**config.mk**
```make
export PLATFORM = sky130hd
export DESIGN_NAME = md5_stream_hasher_core
export DESIGN_NICKNAME = d
export VERILOG_FILES = /design/src/rtl/md5sh_pkg.sv /design/src/rtl/md5sh_round.sv /design/src/rtl/md5_stream_hasher_core.sv
export SDC_FILE = /design/constraint.sdc
export NUM_CORES = 2
export LEC_CHECK = 0
export ABC_AREA = 0
export BUFFER_PORTS_ARGS = -buffer_cell sky130_fd_sc_hd__buf_2
export CAP_MARGIN = 0
export CORE_ASPECT_RATIO = 2
export CORE_MARGIN = 2
export CORE_UTILIZATION = 60
export DETAILED_ROUTE_END_ITERATION = 8
export PLACE_DENSITY = 0.76
export SYNTH_ARGS = -nofsm -noshare
export SYNTH_HDL_FRONTEND = slang
export SYNTH_HIERARCHICAL = 1
export SYNTH_SLANG_ARGS = --single-unit
```
**constraint.sdc**
```tcl
create_clock -name clk -period 26.9 [get_ports clk]
set_input_delay 2.69 -clock clk [delete_from_list [all_inputs] [get_ports clk]]
set_output_delay 2.69 -clock clk [all_outputs]
set_load 0.005 [all_outputs]
```
**src/rtl/md5sh_pkg.sv**
```systemverilog
// Shared types, constants and lookup functions for the MD5 stream hasher.
package md5sh_pkg;

	typedef struct packed {
		logic [31:0] a;
		logic [31:0] b;
		logic [31:0] c;
		logic [31:0] d;
	} words_t;

	localparam logic [31:0] INIT_A = 32'h67452301;
	localparam logic [31:0] INIT_B = 32'hefcdab89;
	localparam logic [31:0] INIT_C = 32'h98badcfe;
	localparam logic [31:0] INIT_D = 32'h10325476;

	localparam logic [7:0] PAD_BYTE = 8'h80;
	localparam logic [5:0] LEN_POS = 6'd56;
	localparam int BLOCK_WORDS = 16;
	localparam int COUNT_W = 61;

	function automatic logic [31:0] chain_init(input logic [1:0] idx);
		logic [31:0] v;
		case (idx)
			2'd0: v = INIT_A;
			2'd1: v = INIT_B;
			2'd2: v = INIT_C;
			default: v = INIT_D;
		endcase
		return v;
	endfunction

	// word of the block used by a given step
	function automatic logic [3:0] msg_index(input logic [5:0] step);
		logic [3:0] s;
		logic [3:0] g;
		s = step[3:0];
		case (step[5:4])
			2'd0: g = s;
			2'd1: g = (s << 2) + s + 4'd1;
			2'd2: g = (s << 1) + s + 4'd5;
			default: g = (s << 3) - s;
		endcase
		return g;
	endfunction

	function automatic logic [4:0] rot_amount(input logic [5:0] step);
		logic [4:0] r;
		case ({step[5:4], step[1:0]})
			4'd0: r = 5'd7;
			4'd1: r = 5'd12;
			4'd2: r = 5'd17;
			4'd3: r = 5'd22;
			4'd4: r = 5'd5;
			4'd5: r = 5'd9;
			4'd6: r = 5'd14;
			4'd7: r = 5'd20;
			4'd8: r = 5'd4;
			4'd9: r = 5'd11;
			4'd10: r = 5'd16;
			4'd11: r = 5'd23;
			4'd12: r = 5'd6;
			4'd13: r = 5'd10;
			4'd14: r = 5'd15;
			default: r = 5'd21;
		endcase
		return r;
	endfunction

	function automatic logic [31:0] round_const(input logic [5:0] step);
		logic [31:0] k;
		case (step)
			6'd0: k = 32'hd76aa478;
			6'd1: k = 32'he8c7b756;
			6'd2: k = 32'h242070db;
			6'd3: k = 32'hc1bdceee;
			6'd4: k = 32'hf57c0faf;
			6'd5: k = 32'h4787c62a;
			6'd6: k = 32'ha8304613;
			6'd7: k = 32'hfd469501;
			6'd8: k = 32'h698098d8;
			6'd9: k = 32'h8b44f7af;
			6'd10: k = 32'hffff5bb1;
			6'd11: k = 32'h895cd7be;
			6'd12: k = 32'h6b901122;
			6'd13: k = 32'hfd987193;
			6'd14: k = 32'ha679438e;
			6'd15: k = 32'h49b40821;
			6'd16: k = 32'hf61e2562;
			6'd17: k = 32'hc040b340;
			6'd18: k = 32'h265e5a51;
			6'd19: k = 32'he9b6c7aa;
			6'd20: k = 32'hd62f105d;
			6'd21: k = 32'h02441453;
			6'd22: k = 32'hd8a1e681;
			6'd23: k = 32'he7d3fbc8;
			6'd24: k = 32'h21e1cde6;
			6'd25: k = 32'hc33707d6;
			6'd26: k = 32'hf4d50d87;
			6'd27: k = 32'h455a14ed;
			6'd28: k = 32'ha9e3e905;
			6'd29: k = 32'hfcefa3f8;
			6'd30: k = 32'h676f02d9;
			6'd31: k = 32'h8d2a4c8a;
			6'd32: k = 32'hfffa3942;
			6'd33: k = 32'h8771f681;
			6'd34: k = 32'h6d9d6122;
			6'd35: k = 32'hfde5380c;
			6'd36: k = 32'ha4beea44;
			6'd37: k = 32'h4bdecfa9;
			6'd38: k = 32'hf6bb4b60;
			6'd39: k = 32'hbebfbc70;
			6'd40: k = 32'h289b7ec6;
			6'd41: k = 32'heaa127fa;
			6'd42: k = 32'hd4ef3085;
			6'd43: k = 32'h04881d05;
			6'd44: k = 32'hd9d4d039;
			6'd45: k = 32'he6db99e5;
			6'd46: k = 32'h1fa27cf8;
			6'd47: k = 32'hc4ac5665;
			6'd48: k = 32'hf4292244;
			6'd49: k = 32'h432aff97;
			6'd50: k = 32'hab9423a7;
			6'd51: k = 32'hfc93a039;
			6'd52: k = 32'h655b59c3;
			6'd53: k = 32'h8f0ccc92;
			6'd54: k = 32'hffeff47d;
			6'd55: k = 32'h85845dd1;
			6'd56: k = 32'h6fa87e4f;
			6'd57: k = 32'hfe2ce6e0;
			6'd58: k = 32'ha3014314;
			6'd59: k = 32'h4e0811a1;
			6'd60: k = 32'hf7537e82;
			6'd61: k = 32'hbd3af235;
			6'd62: k = 32'h2ad7d2bb;
			default: k = 32'heb86d391;
		endcase
		return k;
	endfunction

endpackage

```
**src/rtl/md5sh_round.sv**
```systemverilog
// One MD5 compression step: round function, sum, rotate and word shuffle.
module md5sh_round (
	input  md5sh_pkg::words_t cur,
	input  logic [5:0]        step,
	input  logic [31:0]       msg_word,
	output md5sh_pkg::words_t nxt
);

	logic [31:0] f;
	logic [31:0] sum;
	logic [63:0] dbl;

	always_comb begin
		case (step[5:4])
			2'd0: f = (cur.b & cur.c) | (~cur.b & cur.d);
			2'd1: f = (cur.b & cur.d) | (cur.c & ~cur.d);
			2'd2: f = cur.b ^ cur.c ^ cur.d;
			default: f = cur.c ^ (cur.b | ~cur.d);
		endcase
	end

	assign sum = cur.a + f + msg_word + md5sh_pkg::round_const(step);
	// rotate left: upper half of the doubled word shifted left
	assign dbl = {sum, sum} << md5sh_pkg::rot_amount(step);

	assign nxt.a = cur.d;
	assign nxt.b = dbl[63:32] + cur.b;
	assign nxt.c = cur.b;
	assign nxt.d = cur.c;

endmodule

```
**src/rtl/md5_stream_hasher_core.sv**
```systemverilog
// MD5 stream hasher top level: byte packing, padding sequencer and digest output.
// Input: the byte that fills a block stalls the input through the 64 compression
//   steps and the chaining add; no bytes are taken while a block is compressed.
// End transfer: a pad state, compression of an extra block if the length does not fit,
//   a length state, the final compression, then 4 digest transfers, one per cycle
//   when not stalled. All compression runs on the single shared round unit.
// Reset: asynchronous, active low; chaining words to the initial constants, byte count
//   and all control cleared. The block buffer has no reset and needs no clearing pass.
module md5_stream_hasher_core (
	input  logic        clk,
	input  logic        arst_n,
	input  logic        item_valid,
	output logic        item_stall,
	input  logic [7:0]  data_byte,
	input  logic        has_byte,
	input  logic        end_of_message,
	output logic        digest_valid,
	input  logic        digest_stall,
	output logic [31:0] digest_word,
	output logic [1:0]  word_index,
	output logic        last_word
);

	// sequencer states
	localparam logic [2:0] ST_IDLE = 3'd0;
	localparam logic [2:0] ST_COMP = 3'd1; // 64 round steps
	localparam logic [2:0] ST_FIN  = 3'd2; // add working words into chain
	localparam logic [2:0] ST_PAD  = 3'd3; // 0x80 marker, clear the rest
	localparam logic [2:0] ST_LEN  = 3'd4; // bit length into last two words
	localparam logic [2:0] ST_OUT  = 3'd5; // stream the four digest words

	logic [2:0]  state_q;
	logic [2:0]  ret_q;      // where to go after the chaining add
	logic        clr_lo_q;   // length block follows an extra block: clear words 0..13
	logic [5:0]  step_q;
	logic [1:0]  emit_q;
	logic [md5sh_pkg::COUNT_W-1:0] cnt_q;

	logic [31:0] chain_q [4];
	logic [31:0] blk_q [md5sh_pkg::BLOCK_WORDS];
	md5sh_pkg::words_t work_q;
	md5sh_pkg::words_t work_nxt;

	logic        dv_q;
	logic [31:0] dword_q;
	logic [1:0]  didx_q;

	logic        take;
	logic        byte_wr;
	logic        blk_full;
	logic        pad_wr;
	logic        len_wr;
	logic        start;
	logic        out_load;
	logic [5:0]  pos;
	logic [3:0]  wsel;
	logic [1:0]  lane;
	logic [31:0] low_mask;
	logic [31:0] pad_word;
	logic [63:0] bit_len;
	logic [31:0] msg_word;

	assign item_stall = (state_q != ST_IDLE);
	assign take       = item_valid && !item_stall;
	assign byte_wr    = take && has_byte;
	assign pos        = cnt_q[5:0];
	assign wsel       = pos[5:2];
	assign lane       = pos[1:0];
	assign blk_full   = byte_wr && (pos == 6'd63);
	assign pad_wr     = (state_q == ST_PAD);
	assign len_wr     = (state_q == ST_LEN);

	// compression starts on a full block, on a pad that leaves no room for
	// the length, and always after the length is written
	assign start = blk_full || (pad_wr && (pos >= md5sh_pkg::LEN_POS)) || len_wr;

	// keep lanes below the marker, marker in its lane, zeros above
	assign low_mask = (32'h1 << {lane, 3'b000}) - 32'h1;
	assign pad_word = (blk_q[wsel] & low_mask)
		| ({24'h0, md5sh_pkg::PAD_BYTE} << {lane, 3'b000});
	assign bit_len  = {cnt_q, 3'b000};

	assign msg_word = blk_q[md5sh_pkg::msg_index(step_q)];

	md5sh_round u_round (
		.cur      (work_q),
		.step     (step_q),
		.msg_word (msg_word),
		.nxt      (work_nxt)
	);

	assign out_load = (state_q == ST_OUT) && (!dv_q || !digest_stall);

	// sequencer, byte count and chaining words
	always_ff @(posedge clk or negedge arst_n) begin
		if (!arst_n) begin
			state_q  <= ST_IDLE;
			ret_q    <= ST_IDLE;
			clr_lo_q <= 1'b0;
			step_q   <= 6'd0;
			emit_q   <= 2'd0;
			cnt_q    <= '0;
			for (int k = 0; k < 4; k++) begin
				chain_q[k] <= md5sh_pkg::chain_init(2'(k));
			end
		end else begin
			unique case (state_q)
				ST_IDLE: begin
					if (take) begin
						if (has_byte) begin
							cnt_q <= cnt_q + 1'b1;
						end
						if (blk_full) begin
							state_q <= ST_COMP;
							ret_q   <= end_of_message ? ST_PAD : ST_IDLE;
						end else if (end_of_message) begin
							state_q <= ST_PAD;
						end
					end
				end
				ST_COMP: begin
					step_q <= step_q + 6'd1;
					if (step_q == 6'd63) begin
						state_q <= ST_FIN;
					end
				end
				ST_FIN: begin
					chain_q[0] <= chain_q[0] + work_q.a;
					chain_q[1] <= chain_q[1] + work_q.b;
					chain_q[2] <= chain_q[2] + work_q.c;
					chain_q[3] <= chain_q[3] + work_q.d;
					state_q    <= ret_q;
				end
				ST_PAD: begin
					if (pos >= md5sh_pkg::LEN_POS) begin
						state_q  <= ST_COMP;
						ret_q    <= ST_LEN;
						clr_lo_q <= 1'b1;
					end else begin
						state_q  <= ST_LEN;
						clr_lo_q <= 1'b0;
					end
				end
				ST_LEN: begin
					state_q <= ST_COMP;
					ret_q   <= ST_OUT;
				end
				ST_OUT: begin
					if (out_load) begin
						emit_q <= emit_q + 2'd1;
						if (emit_q == 2'd3) begin
							state_q <= ST_IDLE;
							cnt_q   <= '0;
							for (int k = 0; k < 4; k++) begin
								chain_q[k] <= md5sh_pkg::chain_init(2'(k));
							end
						end
					end
				end
				default: state_q <= ST_IDLE;
			endcase
		end
	end

	// working words: loaded from the chain at start, then one step a cycle
	always_ff @(posedge clk) begin
		if (start) begin
			work_q <= '{a: chain_q[0], b: chain_q[1], c: chain_q[2], d: chain_q[3]};
		end else if (state_q == ST_COMP) begin
			work_q <= work_nxt;
		end
	end

	// block buffer: byte lanes, padding marker, length words
	always_ff @(posedge clk) begin
		for (int k = 0; k < md5sh_pkg::BLOCK_WORDS; k++) begin
			if (byte_wr && (wsel == 4'(k))) begin
				if (lane == 2'd0) begin
					blk_q[k] <= {24'h0, data_byte};
				end else begin
					blk_q[k][{lane, 3'b000} +: 8] <= data_byte;
				end
			end else if (pad_wr) begin
				if (wsel == 4'(k)) begin
					blk_q[k] <= pad_word;
				end else if (4'(k) > wsel) begin
					blk_q[k] <= 32'h0;
				end
			end else if (len_wr) begin
				if (k == 14) begin
					blk_q[k] <= bit_len[31:0];
				end else if (k == 15) begin
					blk_q[k] <= bit_len[63:32];
				end else if (clr_lo_q) begin
					blk_q[k] <= 32'h0;
				end
			end
		end
	end

	// digest output register
	always_ff @(posedge clk or negedge arst_n) begin
		if (!arst_n) begin
			dv_q <= 1'b0;
		end else if (out_load) begin
			dv_q <= 1'b1;
		end else if (!digest_stall) begin
			dv_q <= 1'b0;
		end
	end

	always_ff @(posedge clk) begin
		if (out_load) begin
			dword_q <= chain_q[emit_q];
			didx_q  <= emit_q;
		end
	end

	assign digest_valid = dv_q;
	assign digest_word  = dword_q;
	assign word_index   = didx_q;
	assign last_word    = (didx_q == 2'd3);

	// step counter only runs during compression
	a_step_idle: assert property (@(posedge clk) disable iff (!arst_n)
		(step_q != 6'd0) |-> (state_q == ST_COMP))
		else $error("step counter running outside compression");

	// chaining add follows the last round step
	a_fin_after_63: assert property (@(posedge clk) disable iff (!arst_n)
		(state_q == ST_FIN) |-> ($past(state_q) == ST_COMP && $past(step_q) == 6'd63))
		else $error("chaining add without full compression");

	// after the digest, the hasher is back at its initial state
	a_out_restore: assert property (@(posedge clk) disable iff (!arst_n)
		($past(state_q) == ST_OUT && state_q == ST_IDLE)
		|-> (cnt_q == '0 && chain_q[0] == md5sh_pkg::INIT_A
			&& chain_q[3] == md5sh_pkg::INIT_D))
		else $error("state not restored after digest");

	// a digest word is loaded only while the previous one is gone or leaving
	a_no_overwrite: assert property (@(posedge clk) disable iff (!arst_n)
		(dv_q && digest_stall) |-> !out_load)
		else $error("digest register overwritten while stalled");

endmodule
```
==> summary.md <==
| Metric | Value |
|---|---|
| Htree depth | `3` |
| Post-DP HPWL | `181,000 um` |
| Failing checks | `design-rule violations, max-capacitance violations, max-slew violations` |
| Final net count | `6,121` |
| GRT overflow | `0` |
| Routed vias | `54,900` |
| CP Max Fanout | `61` |
| Hold Vio Cnt, Final | `0` |
| Average cell area after synthesis | `10.4 um2` |
| Rows | `around 170` |
| Starting Density | `about three fifths` |
| WS Path Type | `register to register` |
| Pwr per Cell Area | `40.5 nW/um2` |
| Leak Pwr | `0.0236 uW` |
| Post-CTS sizing | `0` |
| Max incr delay on CP | `0.91 ns` |
| Final Instance Count excl. Fillers | `7,264` |
| Clock skew | `about 0.05 ns` |
| Setup crit end kind | `register` |
| Slowest stage cell, crit path | `dfrtp_4` |
| Final Cycle Share | `50.4%` |
| Clock transition at path regs | `0.07 ns` |
| Routed len/inst | `34.4 um` |
| Area fraction in compound gates after synthesis | `roughly 18%` |
| Drt drc | `2` |
| P_int | `between 2000 and 2500 uW` |
| Routability Congestion | `around 1.1` |
| Max cap viols | `1` |
| I/O pins | `about 50` |
| Fin area | `66,900 um2` |
| Fin util | `a little over three fifths` |
| Post-synthesis xor/xnor area fraction | `roughly 3.4%` |
| Die Y-Extent | `465 um` |
| Post-synth top flop | `edfxtp_1` |
| RSZ-0062 raised after global routing | `no` |
| Fraction of the mapped netlist area in simple logic gates | `between 10% and 20%` |
| Most frequent cells in the layout | `nand2_1 (683), edfxtp_1 (674), a21oi_1 (483)` |
| Crit path max-delay family | `compound AO/OA/AOI/OAI gates` |
| Area Growth Syn to Fin | `5.00%` |
| Fmax | `0.0737 GHz` |
| Min cycle time layout | `13.57 ns` |
| Post-CTS Hold Buffers | `0` |
| Cell mode on critical path | `buf_4` |
| Layout cells sized above 1 | `15.1%` |
| Slew Limit Fails | `2` |
| Type of origin of the critical path | `register` |
| Largest net degree at the start of global routing | `approximately 160` |
| Total GRT Usage | `a little under half` |
| Setup TNS | `0 ns` |
| Initial antenna violation count | `9` |
| Sequential fraction of the synthesis area | `between 30% and 40%` |
| Placed cell count | `7,100` |
| Synthesized area | `63,700 um2` |
| Worst Path Required | `about 27 ns` |
| Sw Share | `22.2%` |
| DRT Wirelength | `250,000 um` |
| Synth Register Bits | `879` |
| Slew @ Worst Pin | `1.51 ns` |
| Psw | `602 uW` |
| Post-synth EDFFs | `slightly below 700` |
| First-pass GRT wire length | `approximately 360,000 um` |
| Register share of total power | `between 50% and 60%` |
| Unique cell type count in the Yosys netlist | `103` |
| CTS Buf Count | `82` |
| Status | `finished with violations` |
| Vias per cell | `between 7 and 8` |
| CTS tree | `yes` |
| Bufs and invs on worst path | `6` |
| Peak supply drop | `0.0564 mV` |
| Pre-CTS setup slack | `13.48 ns` |
| Combinational share of power | `1.0%` |
| DP Area | `between 60,000 and 70,000 um2` |
| Setup Viol. Count Final | `0` |
| Yosys Warn Count | `6` |
| Die footprint | `109,000 um2` |
| Mux cell area share after synthesis | `15.3%` |
| Drt first pass iters | `9` |
| Clock network power share | `45.6%` |
| Critical Path AT | `between 10 and 15 ns` |
| Post-Syn Nets | `6,424` |
| Setup bufs post-CTS | `0` |
| Commonest non-fill, non-tap cell in the layout | `nand2_1` |
| Worst min path class | `register to register` |
| Post-Syn Instances | `6,120` |
| Vias in the first global route | `roughly 55,000` |
| Slew margin rel. | `-1.09%` |
| Die W | `234 um` |
| Clk_lat worst skew | `0.76 ns` |
| CTS Sinks | `879` |
| Routed Antenna Nets | `0` |
| Async set-reset flop share out of synthesis | `a little under a quarter` |
| Port Buffers | `50` |
| Worst-case clock buffer depth | `3` |
| Setup WS post-layout | `13.33 ns` |
| Largest family of logic cells by synthesized area | `compound AO/OA/AOI/OAI gates` |
| CTS root buffer | `clkbuf_16` |
| Fill cells | `8,455` |
| Post-synthesis adder-cell area fraction | `roughly 7%` |
| Core area | `106,000 um2` |
| DRT iter0 DRCs | `6,558` |
## cell usage after synthesis (13+ instances only)
cell,count,area share (%)
buf_1,49,0.29
a21oi_1,487,3.8
mux2i_1,106,1.7
clkbuf_1,299,1.8
o21a_1,30,0.35
o211ai_1,25,0.29
o21bai_1,39,0.46
and3_1,38,0.37
or3_1,26,0.26
mux4_2,309,11
maj3_1,30,0.47
a31oi_1,81,0.80
a22o_1,48,0.66
dfstp_2,64,2.6
ha_1,222,4.4
o21ai_0,250,2.0
nand2b_1,35,0.34
xor2_1,131,1.8
inv_1,250,1.5
nand4_1,25,0.25
dfrtp_1,141,5.5
buf_2,75,0.59
a211oi_1,100,1.2
o221ai_1,80,1.1
nand2_1,689,4.1
buf_4,102,1.2
fa_1,68,2.1
o22a_1,40,0.55
and2_1,25,0.25
mux2_2,152,2.7
nor3_1,68,0.53
xnor2_1,116,1.6
nor2b_1,72,0.71
nor2_1,365,2.2
a21o_1,94,1.1
nand3_1,125,0.98
o22ai_1,323,3.2
o31ai_1,16,0.19
edfxtp_1,674,32
or2_2,18,0.18
a22oi_1,13,0.15
## power groups by stage
stage | clock, uW | combinational, uW | sequential [uW]
after global placement | 0 | 24.3 | 1480
after CTS | 1220 | 25.0 | 1450
after floorplan | 0 | 11.2 | 1480
after detailed placement | 0 | 24.9 | 1480
final | 1240 | 26.2 | 1450
after global routing | 1270 | 27.9 | 1450
## stage by stage
step	hold WS [ns]	total power (uW)
3_5_place_dp	0.502	1500
2_1_floorplan	0.449	1490
6_report	0.520	2710
5_1_grt	0.541	2750
4_1_cts	0.518	2700
3_3_place_gp	0.490	1500
## routing by layer
| layer | global-route usage, % | routed length [um] | vias to the layer above |
|---|---|---|---|
| met5 | 0.138 | 28 | - |
| met4 | 50.6 | 35500 | 4 |
| met3 | 11.4 | 23100 | 1777 |
| met2 | 77.0 | 122000 | 4239 |
| met1 | 43.1 | 69700 | 26200 |
| li1 | - | - | 22600 |
## worst paths after layout
kind | depth (start not counted) | slack [ns] | start | to
setup / recovery | 39 | 13.33 | step_q[4]$_DFFE_PN0P_ | work_q[94]$_DFFE_PP_
hold / removal | 2 | 0.52 | clr_lo_q$_DFFE_PN0N_ | clr_lo_q$_DFFE_PN0N_
min in group asynchronous | 1 | 1.96 | arst_n | chain_q[29]$_DFFE_PN0P_
setup reg to reg | 39 | 13.33 | step_q[4]$_DFFE_PN0P_ | work_q[94]$_DFFE_PP_
hold reg to reg | 2 | 0.52 | clr_lo_q$_DFFE_PN0N_ | clr_lo_q$_DFFE_PN0N_
max in group asynchronous | 2 | 23.37 | arst_n | chain_q[65]$_DFFE_PN0P_
## state kept, by name, summed over array words and instances, names as in the netlist
register and flops:
digest_valid 1, chain_q 128, work_q 128, word_index 2, digest_word 32, clr_lo_q 1
state_q 3, emit_q 2, step_q 6, blk_q 512, cnt_q 61, ret_q 3
## tightest hold or removal path, cell delays in order (launching register included)
cell and delay [ns]:
dfrtp_1 0.37, nand2_1 0.05, o21ai_0 0.06
## cell type report
| cell class | count | area, um2 | share of cell area [%] |
|---|---|---|---|
| Antenna cell | 9 | 22.5 | 0.0337 |
| Multi-Input combinational cell | 4460 | 35000 | 52.3 |
| Inverter | 251 | 942 | 1.41 |
| Clock buffer | 119 | 2300 | 3.44 |
| Timing Repair Buffer | 143 | 987 | 1.48 |
| Tap cell | 1368 | 1710 | 2.56 |
| Sequential cell | 879 | 25500 | 38.1 |
| Clock inverter | 35 | 424 | 0.634 |
## cell families (layout without fill, tap and decap cells)
kind of cell,Yosys count,count (layout)
mux,567,567
buf+inv,781,548
fa+ha+maj,320,320
other cells,0,9
compound gates,1777,1777
xor+xnor,248,248
simple gates,1548,1548
flops,879,879
(Power assumes the default switching activity.)
